File: config.mk
export PLATFORM = sky130hd
export DESIGN_NAME = adc_command_sequencer_unit
export DESIGN_NICKNAME = d
export VERILOG_FILES = /design/src/rtl/acs_pkg.sv /design/src/rtl/acs_front.sv /design/src/rtl/acs_ring.sv /design/src/rtl/acs_back.sv /design/src/rtl/adc_command_sequencer_unit.sv
export SDC_FILE = /design/constraint.sdc
export NUM_CORES = 1
export LEC_CHECK = 0
export ABC_AREA = 1
export BUFFER_PORTS_ARGS = -buffer_cell sky130_fd_sc_hd__buf_2
export CORE_MARGIN = 1
export CORE_UTILIZATION = 53
export CTS_BUF_LIST = sky130_fd_sc_hd__clkbuf_16
export DETAILED_ROUTE_END_ITERATION = 7
export GPL_TIMING_DRIVEN = 0
export PLACE_DENSITY = 0.81
export SLEW_MARGIN = 20
export SYNTH_ARGS = -nofsm -noshare
export SYNTH_HDL_FRONTEND = slang
export SYNTH_SLANG_ARGS = --single-unit
File: constraint.sdc
create_clock -name clock -period 3.2 [get_ports clock]
set_input_delay 0.48 -clock clock [delete_from_list [all_inputs] [get_ports clock]]
set_output_delay 0.48 -clock clock [all_outputs]
set_load 0.1 [all_outputs]
File: src/rtl/acs_pkg.sv
// Types and constants shared by the ADC command sequencer modules.
`default_nettype none

package acs_pkg;

   // Field widths.
   localparam int CMD_W       = 2;
   localparam int SAMPLE_W    = 16;
   localparam int SLOTS_W     = 3;
   localparam int COUNT_W     = 8;
   localparam int CSR_INDEX_W = 2;
   localparam int CSR_DATA_W  = 8;

   // Ring size after reset.
   localparam int QUEUE_SLOTS_RESET = 4;

   // Request kinds.
   localparam logic FUNC_PUSH = 1'b0;
   localparam logic FUNC_TICK = 1'b1;

   // Command codes, which double as converter channel numbers.
   localparam logic [CMD_W-1:0] CMD_IDLE     = 2'd0;
   localparam logic [CMD_W-1:0] CMD_TEMP     = 2'd1;
   localparam logic [CMD_W-1:0] CMD_HUMIDITY = 2'd2;
   localparam logic [CMD_W-1:0] CMD_BATTERY  = 2'd3;

   // Push status codes.
   localparam logic [1:0] PUSH_ADDED = 2'd0;
   localparam logic [1:0] PUSH_FULL  = 2'd1;
   localparam logic [1:0] PUSH_TICK  = 2'd2;

   // Phase codes as reported in the response.
   localparam logic [1:0] PHASE_IDLE    = 2'd0;
   localparam logic [1:0] PHASE_CONFIG  = 2'd1;
   localparam logic [1:0] PHASE_MEASURE = 2'd2;

   // Configuration register indexes.
   localparam logic [CSR_INDEX_W-1:0] REG_QUEUE_SLOTS      = 2'd0;
   localparam logic [CSR_INDEX_W-1:0] REG_TEMP_SAMPLES     = 2'd1;
   localparam logic [CSR_INDEX_W-1:0] REG_HUMIDITY_SAMPLES = 2'd2;
   localparam logic [CSR_INDEX_W-1:0] REG_BATTERY_SAMPLES  = 2'd3;

   // Input request payload.
   typedef struct packed {
      logic                func;
      logic [CMD_W-1:0]    command;
      logic [SAMPLE_W-1:0] adc_sample;
   } req_type;

   // Response payload.
   typedef struct packed {
      logic [1:0]          push_status;
      logic [1:0]          phase;
      logic                configure_strobe;
      logic [CMD_W-1:0]    configure_channel;
      logic                sample_taken;
      logic [SAMPLE_W-1:0] temperature;
      logic [SAMPLE_W-1:0] humidity;
      logic [SAMPLE_W-1:0] battery_level;
      logic [SAMPLE_W-1:0] temp_count;
      logic [SAMPLE_W-1:0] humidity_count;
      logic [SAMPLE_W-1:0] battery_count;
   } rsp_type;

   // Classified request as held in the queue between front and back.
   typedef struct packed {
      logic                is_tick;
      logic [CMD_W-1:0]    command;
      logic [SAMPLE_W-1:0] sample;
   } op_type;

   // One configuration write.
   typedef struct packed {
      logic                   en;
      logic [CSR_INDEX_W-1:0] index;
      logic [CSR_DATA_W-1:0]  data;
   } csr_write_type;

   // Commands from the back end to the command ring.
   typedef struct packed {
      logic             push;
      logic             pop;
      logic [CMD_W-1:0] command;
   } ring_ctrl_type;

   // Status of the command ring.
   typedef struct packed {
      logic             full;
      logic             empty;
      logic [CMD_W-1:0] head;
   } ring_status_type;

endpackage

`default_nettype wire

File: src/rtl/acs_front.sv
// Front end: accepts requests, classifies them and queues them for the back end.
`default_nettype none

module acs_front (
   input  wire                   clock,
   input  wire                   reset,
   input  wire                   req_valid,
   output logic                  req_stall,
   input  acs_pkg::req_type      req_data,
   output logic                  q_valid,
   output acs_pkg::op_type       q_data,
   input  wire                   q_take
);

   acs_pkg::op_type q_ff [2];
   logic            wr_ptr_ff, wr_ptr_in;
   logic            rd_ptr_ff, rd_ptr_in;
   logic [1:0]      count_ff, count_in;
   logic            push;
   acs_pkg::op_type op;

   // Classify the request into a queue entry.
   always_comb begin
      op.is_tick = (req_data.func == acs_pkg::FUNC_TICK);
      op.command = req_data.command;
      op.sample  = req_data.adc_sample;
   end

   // Two-entry queue; stall only when both entries hold a request.
   assign req_stall = (count_ff == 2'd2);
   assign push      = req_valid && !req_stall;
   assign q_valid   = (count_ff != 2'd0);
   assign q_data    = q_ff[rd_ptr_ff];

   always_comb begin
      wr_ptr_in = push   ? ~wr_ptr_ff : wr_ptr_ff;
      rd_ptr_in = q_take ? ~rd_ptr_ff : rd_ptr_ff;
      count_in  = count_ff;
      if (push && !q_take) begin
         count_in = count_ff + 2'd1;
      end else if (!push && q_take) begin
         count_in = count_ff - 2'd1;
      end
   end

   always_ff @(posedge clock) begin
      if (reset) begin
         wr_ptr_ff <= 1'b0;
         rd_ptr_ff <= 1'b0;
         count_ff  <= 2'd0;
      end else begin
         wr_ptr_ff <= wr_ptr_in;
         rd_ptr_ff <= rd_ptr_in;
         count_ff  <= count_in;
      end
   end

   // Queue storage needs no reset.
   always_ff @(posedge clock) begin
      if (push) begin
         q_ff[wr_ptr_ff] <= op;
      end
   end

endmodule

`default_nettype wire

File: src/rtl/acs_ring.sv
// Command ring: circular store of pending commands that keeps one slot free.
`default_nettype none

module acs_ring #(
   parameter int QUEUE_DEPTH = 4
) (
   input  wire                     clock,
   input  wire                     reset,
   input  acs_pkg::csr_write_type  csr,
   input  acs_pkg::ring_ctrl_type  ctrl,
   output acs_pkg::ring_status_type status
);

   localparam int SLOT_W = (QUEUE_DEPTH > 1) ? $clog2(QUEUE_DEPTH) : 1;
   localparam int CMP_W  = (SLOT_W + 1 > acs_pkg::SLOTS_W) ? SLOT_W + 1 : acs_pkg::SLOTS_W;
   localparam logic [CMP_W-1:0] DEPTH_MAX = CMP_W'(QUEUE_DEPTH);
   localparam logic [acs_pkg::SLOTS_W-1:0] SLOTS_RESET =
      (QUEUE_DEPTH < acs_pkg::QUEUE_SLOTS_RESET) ? acs_pkg::SLOTS_W'(QUEUE_DEPTH)
                                                 : acs_pkg::SLOTS_W'(acs_pkg::QUEUE_SLOTS_RESET);

   logic [acs_pkg::CMD_W-1:0]   entries_ff [QUEUE_DEPTH];
   logic [SLOT_W-1:0]           write_slot_ff, write_slot_in;
   logic [SLOT_W-1:0]           read_slot_ff, read_slot_in;
   logic [acs_pkg::SLOTS_W-1:0] queue_slots_ff, queue_slots_in;
   logic [CMP_W-1:0]            wr_inc, rd_inc, slots_ext, size_value;
   logic [SLOT_W-1:0]           wr_next, rd_next;
   logic                        size_write;

   // Next slot positions, wrapping at the ring size in use.
   always_comb begin
      slots_ext = CMP_W'(queue_slots_ff);
      wr_inc    = CMP_W'(write_slot_ff) + CMP_W'(1);
      rd_inc    = CMP_W'(read_slot_ff) + CMP_W'(1);
      wr_next   = (wr_inc >= slots_ext) ? '0 : SLOT_W'(wr_inc);
      rd_next   = (rd_inc >= slots_ext) ? '0 : SLOT_W'(rd_inc);
   end

   assign status.full  = (wr_next == read_slot_ff);
   assign status.empty = (write_slot_ff == read_slot_ff);
   assign status.head  = entries_ff[read_slot_ff];

   // A ring size, taken from the low SLOTS_W bits of the data, outside one to QUEUE_DEPTH is ignored.
   always_comb begin
      size_value = CMP_W'(csr.data[acs_pkg::SLOTS_W-1:0]);
      size_write = csr.en && (csr.index == acs_pkg::REG_QUEUE_SLOTS) &&
                   (size_value >= CMP_W'(1)) && (size_value <= DEPTH_MAX);
   end

   always_comb begin
      queue_slots_in = queue_slots_ff;
      write_slot_in  = write_slot_ff;
      read_slot_in   = read_slot_ff;
      if (size_write) begin
         queue_slots_in = csr.data[acs_pkg::SLOTS_W-1:0];
         write_slot_in  = '0;
         read_slot_in   = '0;
      end else begin
         if (ctrl.push) begin
            write_slot_in = wr_next;
         end
         if (ctrl.pop) begin
            read_slot_in = rd_next;
         end
      end
   end

   always_ff @(posedge clock) begin
      if (reset) begin
         queue_slots_ff <= SLOTS_RESET;
         write_slot_ff  <= '0;
         read_slot_ff   <= '0;
      end else begin
         queue_slots_ff <= queue_slots_in;
         write_slot_ff  <= write_slot_in;
         read_slot_ff   <= read_slot_in;
      end
   end

   // Entries are only read after being written since the ring was last emptied.
   always_ff @(posedge clock) begin
      if (ctrl.push && !size_write) begin
         entries_ff[write_slot_ff] <= ctrl.command;
      end
   end

endmodule

`default_nettype wire

File: src/rtl/acs_back.sv
// Back end: carries out pushes and sequencer steps and registers the response.
`default_nettype none

module acs_back (
   input  wire                      clock,
   input  wire                      reset,
   input  acs_pkg::csr_write_type   csr,
   input  wire                      q_valid,
   input  acs_pkg::op_type          q_data,
   output logic                     q_take,
   input  acs_pkg::ring_status_type ring_status,
   output acs_pkg::ring_ctrl_type   ring_ctrl,
   output logic                     rsp_valid,
   input  wire                      rsp_stall,
   output acs_pkg::rsp_type         rsp_data
);

   typedef enum logic [1:0] {
      ST_IDLE    = acs_pkg::PHASE_IDLE,
      ST_CONFIG  = acs_pkg::PHASE_CONFIG,
      ST_MEASURE = acs_pkg::PHASE_MEASURE
   } state_type;

   state_type                     state_ff, state_in;
   logic [acs_pkg::CMD_W-1:0]     active_ff, active_in;
   logic [acs_pkg::COUNT_W-1:0]   left_ff, left_in;
   logic [acs_pkg::SAMPLE_W-1:0]  reading_ff [3];
   logic [acs_pkg::SAMPLE_W-1:0]  reading_in [3];
   logic [acs_pkg::SAMPLE_W-1:0]  counter_ff [3];
   logic [acs_pkg::SAMPLE_W-1:0]  counter_in [3];
   logic [acs_pkg::COUNT_W-1:0]   temp_samples_ff, temp_samples_in;
   logic [acs_pkg::COUNT_W-1:0]   humidity_samples_ff, humidity_samples_in;
   logic [acs_pkg::COUNT_W-1:0]   battery_samples_ff, battery_samples_in;
   logic                          rsp_valid_ff, rsp_valid_in;
   acs_pkg::rsp_type              rsp_data_ff, rsp_data_in;
   logic [1:0]                    chan_idx;
   logic [acs_pkg::COUNT_W-1:0]   load_count;
   logic [acs_pkg::COUNT_W-1:0]   raw_count;

   assign rsp_valid = rsp_valid_ff;
   assign rsp_data  = rsp_data_ff;

   // Take a queued request whenever the response register is free or drains.
   assign q_take = q_valid && (!rsp_valid_ff || !rsp_stall);

   // Sample count for the active command; a zero register means one sample.
   always_comb begin
      unique case (active_ff)
         acs_pkg::CMD_TEMP:     raw_count = temp_samples_ff;
         acs_pkg::CMD_HUMIDITY: raw_count = humidity_samples_ff;
         acs_pkg::CMD_BATTERY:  raw_count = battery_samples_ff;
         default:               raw_count = '0;
      endcase
      if (active_ff == acs_pkg::CMD_IDLE) begin
         load_count = '0;
      end else if (raw_count == '0) begin
         load_count = acs_pkg::COUNT_W'(1);
      end else begin
         load_count = raw_count;
      end
   end

   // Configuration writes to the sample count registers.
   always_comb begin
      temp_samples_in     = temp_samples_ff;
      humidity_samples_in = humidity_samples_ff;
      battery_samples_in  = battery_samples_ff;
      if (csr.en) begin
         case (csr.index)
            acs_pkg::REG_TEMP_SAMPLES:     temp_samples_in     = csr.data;
            acs_pkg::REG_HUMIDITY_SAMPLES: humidity_samples_in = csr.data;
            acs_pkg::REG_BATTERY_SAMPLES:  battery_samples_in  = csr.data;
            default:                       temp_samples_in     = temp_samples_ff;
         endcase
      end
   end

   // One step of the sequencer, or one push into the ring.
   always_comb begin
      state_in   = state_ff;
      active_in  = active_ff;
      left_in    = left_ff;
      reading_in = reading_ff;
      counter_in = counter_ff;
      chan_idx   = active_ff - 2'd1;

      ring_ctrl.push    = 1'b0;
      ring_ctrl.pop     = 1'b0;
      ring_ctrl.command = q_data.command;

      rsp_data_in                   = rsp_data_ff;
      rsp_data_in.push_status       = acs_pkg::PUSH_TICK;
      rsp_data_in.configure_strobe  = 1'b0;
      rsp_data_in.configure_channel = acs_pkg::CMD_IDLE;
      rsp_data_in.sample_taken      = 1'b0;

      if (q_take) begin
         if (!q_data.is_tick) begin
            ring_ctrl.push          = !ring_status.full;
            rsp_data_in.push_status = ring_status.full ? acs_pkg::PUSH_FULL
                                                       : acs_pkg::PUSH_ADDED;
         end else begin
            unique case (state_ff)
               ST_IDLE: begin
                  if (!ring_status.empty) begin
                     ring_ctrl.pop = 1'b1;
                     active_in     = ring_status.head;
                     state_in      = ST_CONFIG;
                  end
               end
               ST_CONFIG: begin
                  rsp_data_in.configure_strobe  = 1'b1;
                  rsp_data_in.configure_channel = active_ff;
                  left_in                       = load_count;
                  state_in                      = ST_MEASURE;
               end
               default: begin
                  // An idle command takes no sample.
                  if (active_ff != acs_pkg::CMD_IDLE) begin
                     reading_in[chan_idx]     = q_data.sample;
                     counter_in[chan_idx]     = counter_ff[chan_idx] + 16'd1;
                     rsp_data_in.sample_taken = 1'b1;
                  end
                  if (left_ff <= acs_pkg::COUNT_W'(1)) begin
                     left_in = '0;
                     if (!ring_status.empty) begin
                        ring_ctrl.pop = 1'b1;
                        active_in     = ring_status.head;
                        state_in      = ST_CONFIG;
                     end else begin
                        state_in   = ST_IDLE;
                        counter_in = '{default: '0};
                     end
                  end else begin
                     left_in = left_ff - acs_pkg::COUNT_W'(1);
                  end
               end
            endcase
         end
      end

      rsp_data_in.phase          = state_in;
      rsp_data_in.temperature    = reading_in[0];
      rsp_data_in.humidity       = reading_in[1];
      rsp_data_in.battery_level  = reading_in[2];
      rsp_data_in.temp_count     = counter_in[0];
      rsp_data_in.humidity_count = counter_in[1];
      rsp_data_in.battery_count  = counter_in[2];

      rsp_valid_in = q_take || (rsp_valid_ff && rsp_stall);
   end

   // Sequencer state, configuration and the response register.
   always_ff @(posedge clock) begin
      if (reset) begin
         state_ff            <= ST_IDLE;
         active_ff           <= acs_pkg::CMD_IDLE;
         left_ff             <= '0;
         reading_ff          <= '{default: '0};
         counter_ff          <= '{default: '0};
         temp_samples_ff     <= acs_pkg::COUNT_W'(1);
         humidity_samples_ff <= acs_pkg::COUNT_W'(1);
         battery_samples_ff  <= acs_pkg::COUNT_W'(1);
         rsp_valid_ff        <= 1'b0;
      end else begin
         state_ff            <= state_in;
         active_ff           <= active_in;
         left_ff             <= left_in;
         reading_ff          <= reading_in;
         counter_ff          <= counter_in;
         temp_samples_ff     <= temp_samples_in;
         humidity_samples_ff <= humidity_samples_in;
         battery_samples_ff  <= battery_samples_in;
         rsp_valid_ff        <= rsp_valid_in;
      end
      if (q_take) begin
         rsp_data_ff <= rsp_data_in;
      end
   end

endmodule

`default_nettype wire

File: src/rtl/adc_command_sequencer_unit.sv
// Each request passes through the front queue; the back end then registers its response.
// Throughput: one request per cycle while the response port is not stalled, and a
// two-entry queue decouples intake from the response port.
// Reset is synchronous and active high: it empties the queue and the ring, returns the
// sequencer to idle, clears readings and counters and restores the configuration
// registers to ring size four and one sample per command; ring entries stay as they were.
`default_nettype none

module adc_command_sequencer_unit #(
   parameter int QUEUE_DEPTH = 4
) (
   input  wire                                  clock,
   input  wire                                  reset,
   input  wire                                  req_valid,
   output logic                                 req_stall,
   input  acs_pkg::req_type                     req_data,
   output logic                                 rsp_valid,
   input  wire                                  rsp_stall,
   output acs_pkg::rsp_type                     rsp_data,
   input  wire                                  csr_wen,
   input  wire  [acs_pkg::CSR_INDEX_W-1:0]      csr_index,
   input  wire  [acs_pkg::CSR_DATA_W-1:0]       csr_wdata
);

   acs_pkg::csr_write_type   csr;
   acs_pkg::op_type          q_data;
   logic                     q_valid;
   logic                     q_take;
   acs_pkg::ring_ctrl_type   ring_ctrl;
   acs_pkg::ring_status_type ring_status;

   // Bundle the configuration write for the units that decode it.
   always_comb begin
      csr.en    = csr_wen;
      csr.index = csr_index;
      csr.data  = csr_wdata;
   end

   acs_front u_front (
      .clock     (clock),
      .reset     (reset),
      .req_valid (req_valid),
      .req_stall (req_stall),
      .req_data  (req_data),
      .q_valid   (q_valid),
      .q_data    (q_data),
      .q_take    (q_take)
   );

   acs_ring #(
      .QUEUE_DEPTH (QUEUE_DEPTH)
   ) u_ring (
      .clock  (clock),
      .reset  (reset),
      .csr    (csr),
      .ctrl   (ring_ctrl),
      .status (ring_status)
   );

   acs_back u_back (
      .clock       (clock),
      .reset       (reset),
      .csr         (csr),
      .q_valid     (q_valid),
      .q_data      (q_data),
      .q_take      (q_take),
      .ring_status (ring_status),
      .ring_ctrl   (ring_ctrl),
      .rsp_valid   (rsp_valid),
      .rsp_stall   (rsp_stall),
      .rsp_data    (rsp_data)
   );

endmodule

`default_nettype wire

### Yosys cells after proc, flatten, opt, wreduce, memory -nomap -nowiden

Memories as Yosys holds them, arrays and structs flattened. A register that Yosys moved wholly into a read port is not among the register bits.
Index checks and enable logic that the tools add are counted.

* register bits after elaboration: 248
* RAM bits: 46
* input bits: 34
* output and inout bits: 106
* word-level logic and storage cells: 150
* memories: 2

* add/subtract/negate cells: 7
* order comparisons: 7
* equal/unequal tests: 10
* multiplexer cells: 52
* bitwise gates (word level): 6
* reduce and logical (&&, ||, !) cells: 36

Memories
* u_front.q_ff: depth 2, width 19, read ports 1, clocked after memory_dff 1, write ports 1, RTL line acs_front.sv:15 `acs_pkg::op_type q_ff [2];`
* u_ring.entries_ff: depth 4, width 2, read ports 1, clocked after memory_dff 1, write ports 1, RTL line acs_ring.sv:21 `logic [acs_pkg::CMD_W-1:0] entries_ff [QUEUE_DEPTH];`

Operator list (number)
* $mux 48: 10
* $bwmux 48: 2
* $mux 16: 3
* $bmux 16 s2: 1
* $demux 16 s2: 1
* $mux 2: 13
* $mux 8: 3
* $pmux 8 s3: 1
* $add 16x1->16 const B: 1
* $pmux 8 s2: 1
* $mux 1: 13
* $eq 2x2->1 const B: 5
* $logic_and 1x1->1: 10
* $le 8x1->1 const B: 1
* $logic_not 8->1: 1
* $pmux 2 s2: 2
* $reduce_and 2->1: 4
* $reduce_bool 2->1: 4
* $sub 8x1->8 const B: 1
* $logic_not 1->1: 7
* $add 2x1->3 const B: 2
* $eq 2x1->1 const B: 3
* $ge 3x3->1: 2
* $logic_not 2->1: 3
* other kinds (16): 24

### Logic depth before layout (Yosys ltp)

* depth after elaboration: 13
* gate-level depth with buffers: 20
* mapped depth without buffers: 15

### Cells and area by module

From an unflattened synthesis, not the netlist that was laid out.

* cells, all modules: 1396
* area, all modules: 12918.6 µm²

By module, submodules not included
* acs_back: times used 1, cells an instance 1184, area each 10274.9 µm², sequential area each 5785.5 µm²
* acs_front: times used 1, cells an instance 94, area each 1662.8 µm², sequential area each 1241.2 µm²
* acs_ring: times used 1, cells an instance 118, area each 980.9 µm², sequential area each 420.4 µm²

### Worst setup path after synthesis

Ideal clock, no wire load.

* path type: flip-flop to flip-flop
* start point: register u_back.rsp_valid_ff (netlist: u_back.rsp_valid)
* end point: register (tool-made name)
* library setup time: 103 ps
* data arrival time: 3566 ps
* data required time: 3097 ps
* path slack: -469 ps
* cell stages (with the launch flop): 6
* path buffers: 0
* clock period less this slack: 3669 ps
* cells stage by stage: dfxtp_1 -> nand2_1 -> o21ai_2 -> inv_1 -> o21ai_0 -> a21oi_1

RTL lines
* start: declaration: RTL line acs_back.sv:34 `logic rsp_valid_ff, rsp_valid_in;`
* start signal: assignment: RTL line acs_back.sv:174 `rsp_valid_ff <= rsp_valid_in;`

==> reports/metrics.yaml <==
worst_setup_path:
  reg2reg_depth: 20
  crit_path_start: "u_back.active_ff[0]"
  crit_path_max_fanout: 11
  critPathMaxStageDelay_ps: 350
  crit_chain: "buf_6 > inv_4 > buf_6 > buf_6 > ha_1 > buf_6 > nor2_8 > buf_8 > nand2_1 > nand2_2 > ha_1 > inv_1 > nor2_4 > nand2_2 > nor2_1 > nand2_1 > nand2_2 > nand2_1 > nand2_2 > nand2_1"
  cp_slowest_cell: "dfxtp_2"
  required_ps: 3510
  startpoint_type: "flop"
  regToRegSetupSlack_ps: 130
  crit_end: "u_back.rsp_data[10]"
  timing.rr.start: "u_back.active_ff[0]"
  cp.arrival_ps: 3380
  end_kind: "flop"
  rr_endpoint: "u_back.rsp_data[10]"
  crit_type: "reg2reg"
grt:
  first_global_vias: 9531
  grt-ovfl-total: 0
  antenna_found_initial: 0
  grt_max_degree: 37
  grtUsageTotal_pct: 24.41
  grt_pass1_wl_um: 47820
sta:
  setup_violations: 0
  finalSetupTns_ps: 0
  tightest_slew_ps: 981.4
  hold_slack_ps: 111.2
  maxSlewHeadroom_pct: 34.07
  rsz0062_at_grt: "true"
  hold_viol: 0
  slew_viol_final: 0
  finClkSkew_ps: 20.63
  fmax_ghz: 0.3259
  min_period_over_period_pct: 95.88
  period_minus_slack_ps: 3068
detailed_routing:
  ant_nets: 0
  drtIter0Drc: 723
  drc: 0
  viasPerCell: 5.309
  vias: 10030
  routed_wl_um: 30130
  dr.pass1.iters: 5
  post_drt_wl_per_cell_um: 15.95
yosys:
  synthMuxAreaShare_pct: 1.411
  ys_dominant_reg_cell: "edfxtp_1"
  ys_ff_latch: 297
  synthCells: 1371
  yosys_warnings: 0
  syn_area_um2: 12950
  synth_area_per_cell_um2: 9.444
  syn_nets: 1424
  synth_edf_count: 150
  synth_compound_area_share_pct: 12.63
  yosysMostFrequentCell: "nand2_1"
  synth-seq-area-share_pct: 57.52
  yosysTopAreaCellShare_pct: 34.79
  async_flop_share_pct: 0
  yosys-top-cells-count: "nand2_1, edfxtp_1, dfxtp_1"
  synthSimpleGateAreaFrac_pct: 18.76
  yosys.area_share.adder_pct: 1.836
  synth_top_family_by_area: "simple AND/OR/NAND/NOR gates"
  synth_top_area_cell: "edfxtp_1"
  synth_xor_area_share_pct: 0.8794
  synth_cell_types: 49
  synth.area.top_cells: "edfxtp_1, dfxtp_1, nand2_1, a21oi_1, inv_1"
run_status:
  status: "complete, no violations"
clock_network:
  cts_made_buffers: 29
  ctsHoldBuffers: 0
  clk_pin_slew_ps: 60
  clock_latency_ps: 570
  cts-htree-levels: 1
  clock_tree.buffer_depth: 3
  clock_sinks: 297
  cts_root_buffer: "clkbuf_16"
  cts_tree: "done"
floorplanning:
  die-area_um2: 25060
  die_y_um: 158.3
  die_width_um: 158.3
  row_count: 56
  io_pins: 140
  initial_core_util_pct: 54.67
  core_um2: 23680
placement:
  placed_area_um2: 14140
  io_buffers: 139
  place_congestion: 0.9469
  hpwl_um: 21740
pwr:
  switchingPower_uw: 7291
  worst_ir_drop_vdd_mv: 0.9942
  power_density_nw_per_um2: 993.5
  internal-power_uw: 7709
  sw_frac_of_total_pct: 48.61
  p_seq_share_pct: 34.7
  p_leak_uw: 0.006308
  clockPowerShare_pct: 21.0
  pwr-share-comb_pct: 44.2
finish:
  antenna_cells: 0
  synthToLayoutAreaGrowth_pct: 16.61
  final_nets: 1600
  drive_gt1_share_pct: 22.61
  design_area_um2: 15100
worst_hold_path:
  hp-class: "in2reg"
flow_run:
  max_cap_violations: 0
## what timing repair did
action / CTS / global route
gates resized for setup: 4 / 11
pin swaps: 0 / 1
endpoints found under the setup margin: 8 / 43
endpoints found under the hold margin: 0 / 0
setup buffers: 0 / 1
gates cloned: 0 / 0
## per-stage QoR
stage | setup slack [ps] | cells | util (%) | power (uW)
2_1_floorplan | 61.46 | 1371 | - | 10650
3_3_place_gp | -482.0 | 1829 | 59.31 | 11700
3_5_place_dp | -128.7 | 1834 | 59.72 | 11860
4_1_cts | 2.540 | 1888 | 63.52 | 15010
5_1_grt | -37.84 | 1889 | 63.75 | 15570
6_report | 131.9 | 1889 | 63.75 | 15000
## worst max-delay path, delay by kind of cell, from the launching register on
family,cells,cell delay [ps]
DFF,1,350
and+or+nand+nor,11,1070
adders and majority gates,2,510
buffers and inverters,7,860
## cell families (layout without fill, tap and decap cells)
family	after synthesis	after routing
and+or+nand+nor	540	540
DFF	297	297
AOI/OAI and AO/OA	271	271
buffers and inverters	213	412
adders and majority gates	19	19
muxes	18	18
xor gates and xnor gates	13	13
## layer usage
layer	vias to the layer above	wire length, um	global-route usage (%)
met5	-	0	0
met4	0	597	8.150
met1	4708	13670	33.99
met3	47	1832	3.647
li1	4965	-	-
met2	309	14030	39.06
## state kept, by name (all words and copies together), names as in the netlist, named ones only
register,flops
u_back.active_ff,2
u_back.battery_samples_ff,8
u_back.counter_ff,48
u_back.humidity_samples_ff,8
u_back.left_ff,8
u_back.reading_ff,48
u_back.rsp_data,104
u_back.rsp_valid,1
u_back.state_ff,2
u_back.temp_samples_ff,8
u_front.count_ff,2
u_front.q_ff,38
u_front.rd_ptr_ff,1
u_front.wr_ptr_ff,1
u_ring.entries_ff,8
u_ring.queue_slots_ff,3
u_ring.read_slot_ff,2
u_ring.write_slot_ff,2
## layout make-up
cell class	count	area [um^2]
plain buffers	58	324.1
well taps	319	399.1
flip-flops and latches	297	7450
clock buffers	29	725.7
multi-input cells	861	4648
fillers	1969	8584
repair buffers	145	805.8
inverters	155	588.1
clock inverters	25	157.7
## power groups by stage
| stage | logic (uW) | clock network [uW] | registers, uW |
|---|---|---|---|
| final | 6640 | 3150 | 5210 |
| after global routing | 6930 | 3350 | 5280 |
| after CTS | 6600 | 3190 | 5220 |
| after detailed placement | 6570 | 0 | 5290 |
| after global placement | 6350 | 0 | 5350 |
| after floorplan | 1610 | 0 | 9040 |
## worst min path at each step
| stage | start | slack (ps) | depth (start not counted) | to |
|---|---|---|---|---|
| 5_1_grt | req_data[3] | 100 | 1 | u_front.q_ff[0][3] |
| 4_1_cts | req_data[9] | 100 | 1 | u_front.q_ff[0][9] |
| 3_5_place_dp | u_back.humidity_samples_ff[0] | 440 | 2 | u_back.humidity_samples_ff[0] |
| 6_report | req_data[9] | 110 | 1 | u_front.q_ff[0][9] |
| 3_3_place_gp | u_back.battery_samples_ff[0] | 440 | 2 | u_back.battery_samples_ff[0] |
| 2_1_floorplan | u_front.rd_ptr_ff | 430 | 1 | flop |
## layout by cell type (no fill, tap or decap), types with 16 or more instances in the layout
| master | instances |
|---|---|
| buf_2 | 158 |
| a211oi_1 | 45 |
| clkbuf_16 | 29 |
| inv_1 | 148 |
| nand2_1 | 255 |
| nand2_2 | 24 |
| or2_2 | 49 |
| mux2i_1 | 16 |
| nor2_1 | 105 |
| a21oi_1 | 125 |
| edfxtp_1 | 150 |
| ha_1 | 19 |
| o21ai_0 | 49 |
| clkbuf_1 | 26 |
| dfxtp_1 | 145 |
| nand3_1 | 54 |
No activity file was read; power rests on OpenSTA's default activity.
